==> src/rtl/wrp_pkg.sv <==
// types, codes and constants shared by the waypoint record parser
// no dependencies; imported by every rtl module of the parser
`default_nettype none

package wrp_pkg;

  // fixed part of a record: version, flags, id, lat, lon, expiry, lock, three lengths
  localparam int unsigned MIN_RECORD_BYTES = 1 + 2 + 4 + 4 + 4 + 4 + 4 + 2 + 2 + 2;
  localparam int unsigned SEEN_W           = $clog2(MIN_RECORD_BYTES + 1);
  localparam int unsigned HEADER_BYTES     = 22;
  localparam int unsigned HDR_W            = HEADER_BYTES * 8;
  localparam int unsigned IDX_W            = $clog2(HEADER_BYTES);
  localparam int unsigned CFG_W            = 16;
  localparam int unsigned CFG_IDX_W        = 2;
  localparam int unsigned QUEUE_DEPTH      = 4;

  localparam logic [7:0]  RST_EXPECTED_VERSION = 8'd1;
  localparam logic [15:0] RST_NAME_LIMIT       = 16'd32;
  localparam logic [15:0] RST_DESC_LIMIT       = 16'd256;
  localparam logic [15:0] RST_ICON_LIMIT       = 16'd32;

  typedef enum logic [CFG_IDX_W-1:0] {
    CFG_EXPECTED_VERSION = 2'd0,
    CFG_NAME_LIMIT       = 2'd1,
    CFG_DESC_LIMIT       = 2'd2,
    CFG_ICON_LIMIT       = 2'd3
  } cfg_reg_e;

  typedef enum logic [3:0] {
    PH_VERSION  = 4'd0,
    PH_HEADER   = 4'd1,
    PH_NAME_LEN = 4'd2,
    PH_NAME_TXT = 4'd3,
    PH_DESC_LEN = 4'd4,
    PH_DESC_TXT = 4'd5,
    PH_ICON_LEN = 4'd6,
    PH_ICON_TXT = 4'd7,
    PH_DONE     = 4'd8,
    PH_ERROR    = 4'd9
  } phase_e;

  typedef enum logic [2:0] {
    ST_OK          = 3'd0,
    ST_SHORT       = 3'd1,
    ST_BAD_VERSION = 3'd2,
    ST_TRUNCATED   = 3'd3,
    ST_TOO_LONG    = 3'd4,
    ST_TRAILING    = 3'd5
  } status_e;

  typedef enum logic {
    KIND_TEXT    = 1'b0,
    KIND_VERDICT = 1'b1
  } kind_e;

  typedef enum logic [1:0] {
    FIELD_NAME = 2'd0,
    FIELD_DESC = 2'd1,
    FIELD_ICON = 2'd2
  } field_e;

  typedef struct packed {
    logic [7:0]  expected_version;
    logic [15:0] name_limit;
    logic [15:0] desc_limit;
    logic [15:0] icon_limit;
  } cfg_t;

  typedef struct packed {
    logic [15:0]        flag_bits;
    logic [31:0]        waypoint_id;
    logic signed [31:0] latitude;
    logic signed [31:0] longitude;
    logic [31:0]        expire_time;
    logic [31:0]        lock_holder;
  } hdr_t;

  // one classified byte: a string byte, a verdict, or both
  typedef struct packed {
    logic       has_str;
    field_e     text_field;
    logic [7:0] text_byte;
    logic       has_verdict;
    status_e    status;
    hdr_t       hdr;
  } entry_t;

  typedef struct packed {
    kind_e      kind;
    field_e     text_field;
    logic [7:0] text_byte;
    hdr_t       hdr;
    status_e    status;
    logic       run_last;
  } result_t;

endpackage

`default_nettype wire

==> src/rtl/wrp_front.sv <==
// front end: parses record bytes, keeps record state, classifies each byte
// into a queue entry; depends on wrp_pkg
`default_nettype none

module wrp_front import wrp_pkg::*; (
  input  wire logic       clk_i,
  input  wire logic       rst_ni,
  input  wire cfg_t       cfg_i,
  input  wire logic       in_valid_i,
  output logic            in_ready_o,
  input  wire logic [7:0] data_byte_i,
  input  wire logic       final_byte_i,
  output logic            push_valid_o,
  input  wire logic       push_ready_i,
  output entry_t          push_data_o
);

  phase_e             phase_q, phase_d;
  logic [IDX_W-1:0]   idx_q, idx_d;
  logic [15:0]        len_q, len_d;
  logic [SEEN_W-1:0]  seen_q, seen_d;
  status_e            err_q, err_d;
  logic [HDR_W-1:0]   hdr_q;
  logic               hdr_shift;
  logic               in_fire;

  // per-phase selections for the string phases
  field_e             sel;
  logic [15:0]        limit;
  phase_e             after_len, skip_len, after_txt;
  logic [15:0]        full_len;
  status_e            verdict;
  entry_t             ent;

  assign in_ready_o = push_ready_i;
  assign in_fire    = in_valid_i && push_ready_i;

  always_comb begin
    sel       = FIELD_NAME;
    limit     = cfg_i.name_limit;
    after_len = PH_NAME_TXT;
    skip_len  = PH_DESC_LEN;
    after_txt = PH_DESC_LEN;
    case (phase_q)
      PH_DESC_LEN, PH_DESC_TXT: begin
        sel       = FIELD_DESC;
        limit     = cfg_i.desc_limit;
        after_len = PH_DESC_TXT;
        skip_len  = PH_ICON_LEN;
        after_txt = PH_ICON_LEN;
      end
      PH_ICON_LEN, PH_ICON_TXT: begin
        sel       = FIELD_ICON;
        limit     = cfg_i.icon_limit;
        after_len = PH_ICON_TXT;
        skip_len  = PH_DONE;
        after_txt = PH_DONE;
      end
      default: ;
    endcase
  end

  always_comb begin
    phase_d   = phase_q;
    idx_d     = idx_q;
    len_d     = len_q;
    seen_d    = seen_q;
    err_d     = err_q;
    hdr_shift = 1'b0;
    full_len  = {data_byte_i, len_q[7:0]};
    verdict   = ST_OK;
    ent       = '0;
    if (in_fire) begin
      if (seen_q < SEEN_W'(MIN_RECORD_BYTES)) begin
        seen_d = seen_q + SEEN_W'(1);
      end
      case (phase_q)
        PH_VERSION: begin
          if (data_byte_i != cfg_i.expected_version) begin
            err_d   = ST_BAD_VERSION;
            phase_d = PH_ERROR;
          end else begin
            phase_d = PH_HEADER;
            idx_d   = '0;
          end
        end
        PH_HEADER: begin
          hdr_shift = 1'b1;
          if (idx_q == IDX_W'(HEADER_BYTES - 1)) begin
            idx_d   = '0;
            phase_d = PH_NAME_LEN;
          end else begin
            idx_d = idx_q + IDX_W'(1);
          end
        end
        PH_NAME_LEN, PH_DESC_LEN, PH_ICON_LEN: begin
          if (idx_q == '0) begin
            len_d = {8'h00, data_byte_i};
            idx_d = IDX_W'(1);
          end else begin
            len_d = full_len;
            idx_d = '0;
            // limit check comes before any remaining-length check
            if (full_len > limit) begin
              err_d   = ST_TOO_LONG;
              phase_d = PH_ERROR;
            end else if (full_len == '0) begin
              phase_d = skip_len;
            end else begin
              phase_d = after_len;
            end
          end
        end
        PH_NAME_TXT, PH_DESC_TXT, PH_ICON_TXT: begin
          ent.has_str    = 1'b1;
          ent.text_field = sel;
          ent.text_byte  = data_byte_i;
          len_d          = len_q - 16'd1;
          if (len_q == 16'd1) begin
            phase_d = after_txt;
          end
        end
        PH_DONE: begin
          err_d   = ST_TRAILING;
          phase_d = PH_ERROR;
        end
        default: ;
      endcase

      if (final_byte_i) begin
        if (seen_d < SEEN_W'(MIN_RECORD_BYTES)) begin
          verdict = ST_SHORT;
        end else if (err_d != ST_OK) begin
          verdict = err_d;
        end else if (phase_d != PH_DONE) begin
          verdict = ST_TRUNCATED;
        end else begin
          verdict = ST_OK;
        end
        ent.has_verdict = 1'b1;
        ent.status      = verdict;
        if (verdict == ST_OK) begin
          // byte k of the header sits at bits 8k+7:8k
          ent.hdr.flag_bits   = hdr_q[15:0];
          ent.hdr.waypoint_id = hdr_q[47:16];
          ent.hdr.latitude    = hdr_q[79:48];
          ent.hdr.longitude   = hdr_q[111:80];
          ent.hdr.expire_time = hdr_q[143:112];
          ent.hdr.lock_holder = hdr_q[175:144];
        end
        phase_d = PH_VERSION;
        idx_d   = '0;
        len_d   = '0;
        seen_d  = '0;
        err_d   = ST_OK;
      end
    end
  end

  assign push_valid_o = ent.has_str || ent.has_verdict;
  assign push_data_o  = ent;

  always_ff @(posedge clk_i or negedge rst_ni) begin
    if (!rst_ni) begin
      phase_q <= PH_VERSION;
      idx_q   <= '0;
      len_q   <= '0;
      seen_q  <= '0;
      err_q   <= ST_OK;
    end else begin
      phase_q <= phase_d;
      idx_q   <= idx_d;
      len_q   <= len_d;
      seen_q  <= seen_d;
      err_q   <= err_d;
    end
  end

  // header bytes shift in from the top, so byte 0 lands in the low byte
  always_ff @(posedge clk_i) begin
    if (hdr_shift) begin
      hdr_q <= {data_byte_i, hdr_q[HDR_W-1:8]};
    end
  end

  assert property (@(posedge clk_i) disable iff (!rst_ni)
    (in_fire && phase_q == PH_ERROR) |-> !ent.has_str)
    else $error("string byte emitted after a parse error");

  assert property (@(posedge clk_i) disable iff (!rst_ni)
    (phase_q == PH_DONE) |-> (err_q == ST_OK && seen_q == SEEN_W'(MIN_RECORD_BYTES)))
    else $error("complete record with error or short count");

endmodule

`default_nettype wire

==> src/rtl/wrp_queue.sv <==
// short fifo between parser front end and result back end
// depends on wrp_pkg for the entry type
`default_nettype none

module wrp_queue import wrp_pkg::*; #(
  parameter int unsigned DEPTH = QUEUE_DEPTH
) (
  input  wire logic   clk_i,
  input  wire logic   rst_ni,
  input  wire logic   push_valid_i,
  output logic        push_ready_o,
  input  wire entry_t push_data_i,
  output logic        pop_valid_o,
  input  wire logic   pop_ready_i,
  output entry_t      pop_data_o
);

  localparam int unsigned PTR_W = (DEPTH > 1) ? $clog2(DEPTH) : 1;
  localparam int unsigned CNT_W = $clog2(DEPTH + 1);

  entry_t            mem_q [DEPTH];
  logic [PTR_W-1:0]  wr_ptr_q, wr_ptr_d;
  logic [PTR_W-1:0]  rd_ptr_q, rd_ptr_d;
  logic [CNT_W-1:0]  count_q, count_d;
  logic              push_fire, pop_fire;

  assign push_ready_o = (count_q != CNT_W'(DEPTH));
  assign pop_valid_o  = (count_q != '0);
  assign push_fire    = push_valid_i && push_ready_o;
  assign pop_fire     = pop_valid_o && pop_ready_i;
  assign pop_data_o   = mem_q[rd_ptr_q];

  always_comb begin
    wr_ptr_d = wr_ptr_q;
    rd_ptr_d = rd_ptr_q;
    count_d  = count_q;
    if (push_fire) begin
      wr_ptr_d = (wr_ptr_q == PTR_W'(DEPTH - 1)) ? '0 : wr_ptr_q + PTR_W'(1);
    end
    if (pop_fire) begin
      rd_ptr_d = (rd_ptr_q == PTR_W'(DEPTH - 1)) ? '0 : rd_ptr_q + PTR_W'(1);
    end
    if (push_fire && !pop_fire) begin
      count_d = count_q + CNT_W'(1);
    end else if (pop_fire && !push_fire) begin
      count_d = count_q - CNT_W'(1);
    end
  end

  always_ff @(posedge clk_i or negedge rst_ni) begin
    if (!rst_ni) begin
      wr_ptr_q <= '0;
      rd_ptr_q <= '0;
      count_q  <= '0;
    end else begin
      wr_ptr_q <= wr_ptr_d;
      rd_ptr_q <= rd_ptr_d;
      count_q  <= count_d;
    end
  end

  always_ff @(posedge clk_i) begin
    if (push_fire) begin
      mem_q[wr_ptr_q] <= push_data_i;
    end
  end

  assert property (@(posedge clk_i) disable iff (!rst_ni)
    (count_q <= CNT_W'(DEPTH)) &&
    ((count_q == '0 || count_q == CNT_W'(DEPTH)) == (wr_ptr_q == rd_ptr_q)))
    else $error("queue pointers and fill count disagree");

endmodule

`default_nettype wire

==> src/rtl/wrp_back.sv <==
// back end: expands each queue entry into one or two results and holds
// them in the output register; depends on wrp_pkg
`default_nettype none

module wrp_back import wrp_pkg::*; (
  input  wire logic   clk_i,
  input  wire logic   rst_ni,
  input  wire logic   pop_valid_i,
  output logic        pop_ready_o,
  input  wire entry_t pop_data_i,
  output logic        out_valid_o,
  input  wire logic   out_ready_i,
  output result_t     out_res_o
);

  logic    out_valid_q, out_valid_d;
  logic    str_done_q, str_done_d;
  result_t res_q, res_d;
  logic    load;

  // output slot is free when empty or being taken this cycle
  assign load = pop_valid_i && (!out_valid_q || out_ready_i);

  always_comb begin
    res_d       = res_q;
    str_done_d  = str_done_q;
    pop_ready_o = 1'b0;
    out_valid_d = out_valid_q && !out_ready_i;
    if (load) begin
      out_valid_d = 1'b1;
      res_d       = '0;
      if (pop_data_i.has_str && !str_done_q) begin
        res_d.kind       = KIND_TEXT;
        res_d.text_field = pop_data_i.text_field;
        res_d.text_byte  = pop_data_i.text_byte;
        res_d.run_last   = !pop_data_i.has_verdict;
        if (pop_data_i.has_verdict) begin
          str_done_d = 1'b1;
        end else begin
          pop_ready_o = 1'b1;
        end
      end else begin
        res_d.kind     = KIND_VERDICT;
        res_d.hdr      = pop_data_i.hdr;
        res_d.status   = pop_data_i.status;
        res_d.run_last = 1'b1;
        pop_ready_o    = 1'b1;
        str_done_d     = 1'b0;
      end
    end
  end

  always_ff @(posedge clk_i or negedge rst_ni) begin
    if (!rst_ni) begin
      out_valid_q <= 1'b0;
      str_done_q  <= 1'b0;
    end else begin
      out_valid_q <= out_valid_d;
      str_done_q  <= str_done_d;
    end
  end

  always_ff @(posedge clk_i) begin
    res_q <= res_d;
  end

  assign out_valid_o = out_valid_q;
  assign out_res_o   = res_q;

  assert property (@(posedge clk_i) disable iff (!rst_ni)
    (out_valid_q && out_ready_i && res_q.kind == KIND_TEXT && !res_q.run_last)
    |=> (out_valid_q && res_q.kind == KIND_VERDICT))
    else $error("string byte of a final input not followed by its verdict");

  assert property (@(posedge clk_i) disable iff (!rst_ni)
    (out_valid_q && res_q.kind == KIND_VERDICT && res_q.status != ST_OK)
    |-> (res_q.hdr == '0))
    else $error("failed verdict carries header fields");

endmodule

`default_nettype wire

==> src/rtl/waypoint_record_parser.sv <==
// top level of the waypoint record parser: configuration registers,
// front end, entry queue and back end; depends on wrp_pkg, wrp_front, wrp_queue, wrp_back
//
//   channel   direction  handshake                  payload
//   input     in         in_valid_i / in_ready_o    data_byte_i, final_byte_i
//   result    out        out_valid_o / out_ready_i  kind_o .. run_last_o
//   config    in         cfg_we_i (no wait)         cfg_index_i, cfg_data_i
//
// one byte is taken per cycle while the queue has room; its first result passes
// through the queue and then the output register before it reaches the outputs.
// a final byte that also carries a string byte yields two results, one after the other,
// so the result side runs at one result per cycle while out_ready_i is high.
// reset returns the parser to the version byte and the registers to their defaults.
// a stalled result side fills QUEUE_DEPTH entries plus the output register, then
// in_ready_o drops.
`default_nettype none

module waypoint_record_parser import wrp_pkg::*; #(
  parameter int unsigned QUEUE_DEPTH_P = QUEUE_DEPTH
) (
  input  wire logic                 clk_i,
  input  wire logic                 rst_ni,
  input  wire logic                 in_valid_i,
  output logic                      in_ready_o,
  input  wire logic [7:0]           data_byte_i,
  input  wire logic                 final_byte_i,
  output logic                      out_valid_o,
  input  wire logic                 out_ready_i,
  output logic                      kind_o,
  output logic [1:0]                text_field_o,
  output logic [7:0]                text_byte_o,
  output logic [15:0]               flag_bits_o,
  output logic [31:0]               waypoint_id_o,
  output logic signed [31:0]        latitude_o,
  output logic signed [31:0]        longitude_o,
  output logic [31:0]               expire_time_o,
  output logic [31:0]               lock_holder_o,
  output logic [2:0]                status_o,
  output logic                      run_last_o,
  input  wire logic                 cfg_we_i,
  input  wire logic [CFG_IDX_W-1:0] cfg_index_i,
  input  wire logic [CFG_W-1:0]     cfg_data_i
);

  cfg_t    cfg_q;
  logic    push_valid, push_ready;
  entry_t  push_data;
  logic    pop_valid, pop_ready;
  entry_t  pop_data;
  result_t res;

  always_ff @(posedge clk_i or negedge rst_ni) begin
    if (!rst_ni) begin
      cfg_q.expected_version <= RST_EXPECTED_VERSION;
      cfg_q.name_limit       <= RST_NAME_LIMIT;
      cfg_q.desc_limit       <= RST_DESC_LIMIT;
      cfg_q.icon_limit       <= RST_ICON_LIMIT;
    end else if (cfg_we_i) begin
      case (cfg_reg_e'(cfg_index_i))
        CFG_EXPECTED_VERSION: cfg_q.expected_version <= cfg_data_i[7:0];
        CFG_NAME_LIMIT:       cfg_q.name_limit       <= cfg_data_i;
        CFG_DESC_LIMIT:       cfg_q.desc_limit       <= cfg_data_i;
        CFG_ICON_LIMIT:       cfg_q.icon_limit       <= cfg_data_i;
        default: ;
      endcase
    end
  end

  wrp_front u_front (
    .clk_i        (clk_i),
    .rst_ni       (rst_ni),
    .cfg_i        (cfg_q),
    .in_valid_i   (in_valid_i),
    .in_ready_o   (in_ready_o),
    .data_byte_i  (data_byte_i),
    .final_byte_i (final_byte_i),
    .push_valid_o (push_valid),
    .push_ready_i (push_ready),
    .push_data_o  (push_data)
  );

  wrp_queue #(
    .DEPTH (QUEUE_DEPTH_P)
  ) u_queue (
    .clk_i        (clk_i),
    .rst_ni       (rst_ni),
    .push_valid_i (push_valid),
    .push_ready_o (push_ready),
    .push_data_i  (push_data),
    .pop_valid_o  (pop_valid),
    .pop_ready_i  (pop_ready),
    .pop_data_o   (pop_data)
  );

  wrp_back u_back (
    .clk_i       (clk_i),
    .rst_ni      (rst_ni),
    .pop_valid_i (pop_valid),
    .pop_ready_o (pop_ready),
    .pop_data_i  (pop_data),
    .out_valid_o (out_valid_o),
    .out_ready_i (out_ready_i),
    .out_res_o   (res)
  );

  assign kind_o        = res.kind;
  assign text_field_o  = res.text_field;
  assign text_byte_o   = res.text_byte;
  assign flag_bits_o   = res.hdr.flag_bits;
  assign waypoint_id_o = res.hdr.waypoint_id;
  assign latitude_o    = res.hdr.latitude;
  assign longitude_o   = res.hdr.longitude;
  assign expire_time_o = res.hdr.expire_time;
  assign lock_holder_o = res.hdr.lock_holder;
  assign status_o      = res.status;
  assign run_last_o    = res.run_last;

endmodule

`default_nettype wire

==> config.mk <==
export PLATFORM = sky130hd
export DESIGN_NAME = waypoint_record_parser
export DESIGN_NICKNAME = d
export VERILOG_FILES = /design/src/rtl/wrp_pkg.sv /design/src/rtl/wrp_front.sv /design/src/rtl/wrp_queue.sv /design/src/rtl/wrp_back.sv /design/src/rtl/waypoint_record_parser.sv
export SDC_FILE = /design/constraint.sdc
export NUM_CORES = 1
export LEC_CHECK = 0
export BUFFER_PORTS_ARGS = -buffer_cell sky130_fd_sc_hd__buf_2
export CORE_ASPECT_RATIO = 0.9
export CORE_MARGIN = 3
export CORE_UTILIZATION = 35
export CTS_CLUSTER_DIAMETER = 100
export DETAILED_ROUTE_END_ITERATION = 12
export PLACE_DENSITY = 0.59
export SYNTH_ARGS = -nofsm -noshare
export SYNTH_HDL_FRONTEND = slang
export SYNTH_SLANG_ARGS = --single-unit
==> constraint.sdc <==
create_clock -name clk_i -period 13.7 [get_ports clk_i]
set_clock_uncertainty 0.2 [all_clocks]
set_input_delay 2.055 -clock clk_i [delete_from_list [all_inputs] [get_ports clk_i]]
set_output_delay 2.055 -clock clk_i [all_outputs]
set_load 0.005 [all_outputs]
==> impl_results.md <==
* Outcome: finished, final reports clean
* Antenna Nets Post-Route at 0
* Die width at 392 microns
* Clk Latency, worst-skew pair at 0.74 ns
* Largest net degree at the start of global routing at 139
* Hpwl dp at 58100 microns
* Initial antenna violation count at 9
* Reg-to-reg setup timing slack at 7.65 ns
* Num Clock Sinks at 1229
* DRT met1 WL at 43600 microns
* Fin util at 41.1%
* Asr flop ratio synth at 7.97%
* Final setup fails at 0
* Total wire length at 99000 microns
* Die Y at 353 microns
* Vias in the first global route at 23700
* Largest area contributor in the netlist: edfxtp_1
* Critical Path Start Type: register
* Cell variety after synth at 75
* Adder-cell share of the synthesized area at 0.789%
* Data arrival, critical path at 6.41 ns
* Tcrit/Tclk final at 44.1%
* Pwr dens at 210 nW/um^2
* Synthesized Nets at 2446
* Post-Synth XOR/XNOR Area at 0.205%
* Lkg Pwr at 0.0185 uW
* Hold Buf Count CTS at 0
* IO buf count at 224
* Hold Path Class: reg -> reg
* Post-CTS Setup Inserts at 0
* Final Hold Fails at 0
* TNS Setup at 0 ns
* Prevailing post-synth register cell: edfxtp_1
* Overflow after GRT at 0
* Average size of a mapped cell at 19.7 sq um
* Cells after synthesis at 2385
* Global-route wire length before repair at 151000 microns
* Initial core utilization at 35.5%
* Ranking of synthesized cells by area: edfxtp_1 72%, mux4_2 9.2%, dfrtp_1 5.0%
* FF-to-FF Start: u_front.phase_q[3]
* DR iter-0 viols at 1584
* Slew margin rel. at 21.4%
* Die area at 139000 sq um
* Number of CTS-inserted buffers at 130
* CTS Root Cell: clkbuf_16
* Max_cap viols at 0
* Crit path from: u_front.phase_q[3]
* Length of routed met3 wiring at 5690 microns
* Largest family of logic cells by synthesized area: multiplexers
* Mux cell area share after synthesis at 10.9%
* Final min period at 6.05 ns
* Post-Syn Area at 46900 sq um
* PostCTS Resize Cnt at 0
* Ys Warns at 0
* Most instantiated cells after synthesis: 1131 x edfxtp_1, 191 x mux4_2, 186 x nor2b_1
* Yosys reg bits at 1229
* CP required at 14.06 ns
* GP Congestion at 0.822
* Worst Path Max Fanout at 96
* Crit Path Class: reg -> reg
* Ports at 225
* Core footprint at 132000 sq um
* Simple-gate share of the synthesized area at 7.00%
* Synth top area share at 72.3%
* CTS tree: yes
* Post-synth EDFFs at 1131
* Syn-to-layout area delta at 15.6%
* RSZ-0062 raised after global routing: no
* # DRC at 0
* GRT Overall Usage at 14.4%
* Drt wl/cell at 22.1 microns
* # nets final at 2722
* Sequential fraction of the synthesis area at 77.6%
* Vias per inst at 4.96
* Most common cell in the netlist: edfxtp_1
* Crit path capture type: register
* Vias post-DR at 22300
* Diodes inserted at 0
* WL met2 at 47700 microns
* TritonRoute pass-1 iters at 5
* H-tree Lvls at 4
* Share of cells above drive strength 1 at 26.1%
* VDD IR max at 0.000163 V
* Clk slew on worst S/H paths at 0.06 ns
* Placement Rows at 126
* Compound-gate portion of the synthesized area at 2.21%
* Top sig layer: met5
* Worst-margin pin slew at 1.18 ns
* Fmax at 165 MHz
* Hold Crit Start: u_front.hdr_q[80]
* Max Root-Sink Buffers at 3
* Max Slew Vio Count at 0
[power breakdown]
part | switching (uW) | internal (uW)
Combinational | 1500 | 1100
Clock | 1420 | 2050
Sequential | 328 | 5020
Total | 3240 | 8180
[routing by layer]
metal / up-vias / track usage (%)
met2: 671 / 23.1
met5: - / 0
met4: 2 / 4.35
li1: 9926 / -
met1: 11500 / 19.5
met3: 155 / 3.30
[kinds of logic (layout without fill, tap and decap cells)]
logic type / after synthesis / count (layout)
mux: 266 / 266
compound gates: 161 / 161
fa+ha+maj: 29 / 29
flops: 1229 / 1229
buf+inv: 135 / 509
xor+xnor: 11 / 11
simple gates: 554 / 554
[cell usage in the layout (no fill, tap or decap), drive strengths merged, types with 6 or more instances in the layout]
master | Yosys | final
ha | 28 | 28
clkinvlp | 0 | 6
nor3 | 19 | 19
a31oi | 6 | 6
bufinv | 0 | 12
clkinv | 0 | 47
buf | 38 | 257
and2 | 185 | 185
nor2b | 186 | 186
nor2 | 51 | 51
mux2 | 58 | 58
mux4 | 191 | 191
nor4 | 14 | 14
dfrtp | 94 | 94
xor2 | 10 | 10
nand3 | 8 | 8
and3 | 21 | 21
clkbuf | 75 | 161
o31ai | 6 | 6
inv | 22 | 26
edfxtp | 1131 | 1131
mux2i | 17 | 17
o21ai | 46 | 46
nand2 | 38 | 38
a21oi | 47 | 47
nand4 | 6 | 6
a21o | 7 | 7
[worst paths after layout]
| kind | endpoint | cells after the start |
|---|---|---|
| max | u_queue.mem_q[1][68] | 15 |
| min | u_front.hdr_q[72] | 0 |
| max reg2reg | u_queue.mem_q[1][68] | 15 |
| min reg2reg | u_front.hdr_q[72] | 0 |
| max in group asynchronous | u_queue.rd_ptr_q[0] | 2 |
| min in group asynchronous | cfg_q[1] | 1 |
[state kept, by name, summed over array words and instances, names as in the netlist]
signal and count:
u_front.hdr_q 176, u_queue.rd_ptr_q 2, u_queue.mem_q 764, u_back.str_done_q 1, u_front.idx_q 5, u_queue.wr_ptr_q 2
u_front.phase_q 4, u_front.len_q 16, cfg_q 56, u_queue.count_q 3, u_front.seen_q 5, u_back.out_valid_o 1
u_front.err_q 3, u_back.out_res_o 191
[metrics by stage]
stage                     hold WS (ns)  total power (uW)  std cells  setup WS (ns)  cell area (sq um)
after global placement           0.231              8080       4257           7.09              50000
final                            0.222             11400       4487           7.65              54300
after floorplan                  0.217              7020       2385           3.04              46900
after global routing             0.229             12000       4487           7.18              54300
after CTS                        0.222             11600       4487           7.58              54300
after detailed placement         0.223              8120       4257           6.89              50000
[area by class of cell]
class,count,area [sq um]
clock buffers,161,3520
clock inverters,69,737
fillers,11600,77800
inverters,22,82.6
multi-input cells,1021,9940
flip-flops and latches,1229,36400
well taps,1728,2160
repair buffers,257,1410
[worst max-delay path, stage by stage, from the launching register on]
cell and delay [ns]:
dfrtp_1 0.64, nand2b_1 0.22, buf_4 0.35, nor2_1 0.10, a21oi_1 0.21, ha_1 0.28
nor2b_1 0.13, o211ai_1 0.34, a2111oi_2 0.14, or3_4 0.43, a211oi_4 0.29, o21ai_2 0.14
nor4_4 0.28, buf_4 0.84, buf_4 0.83, and2_1 0.31
(Power assumes the default switching activity.)
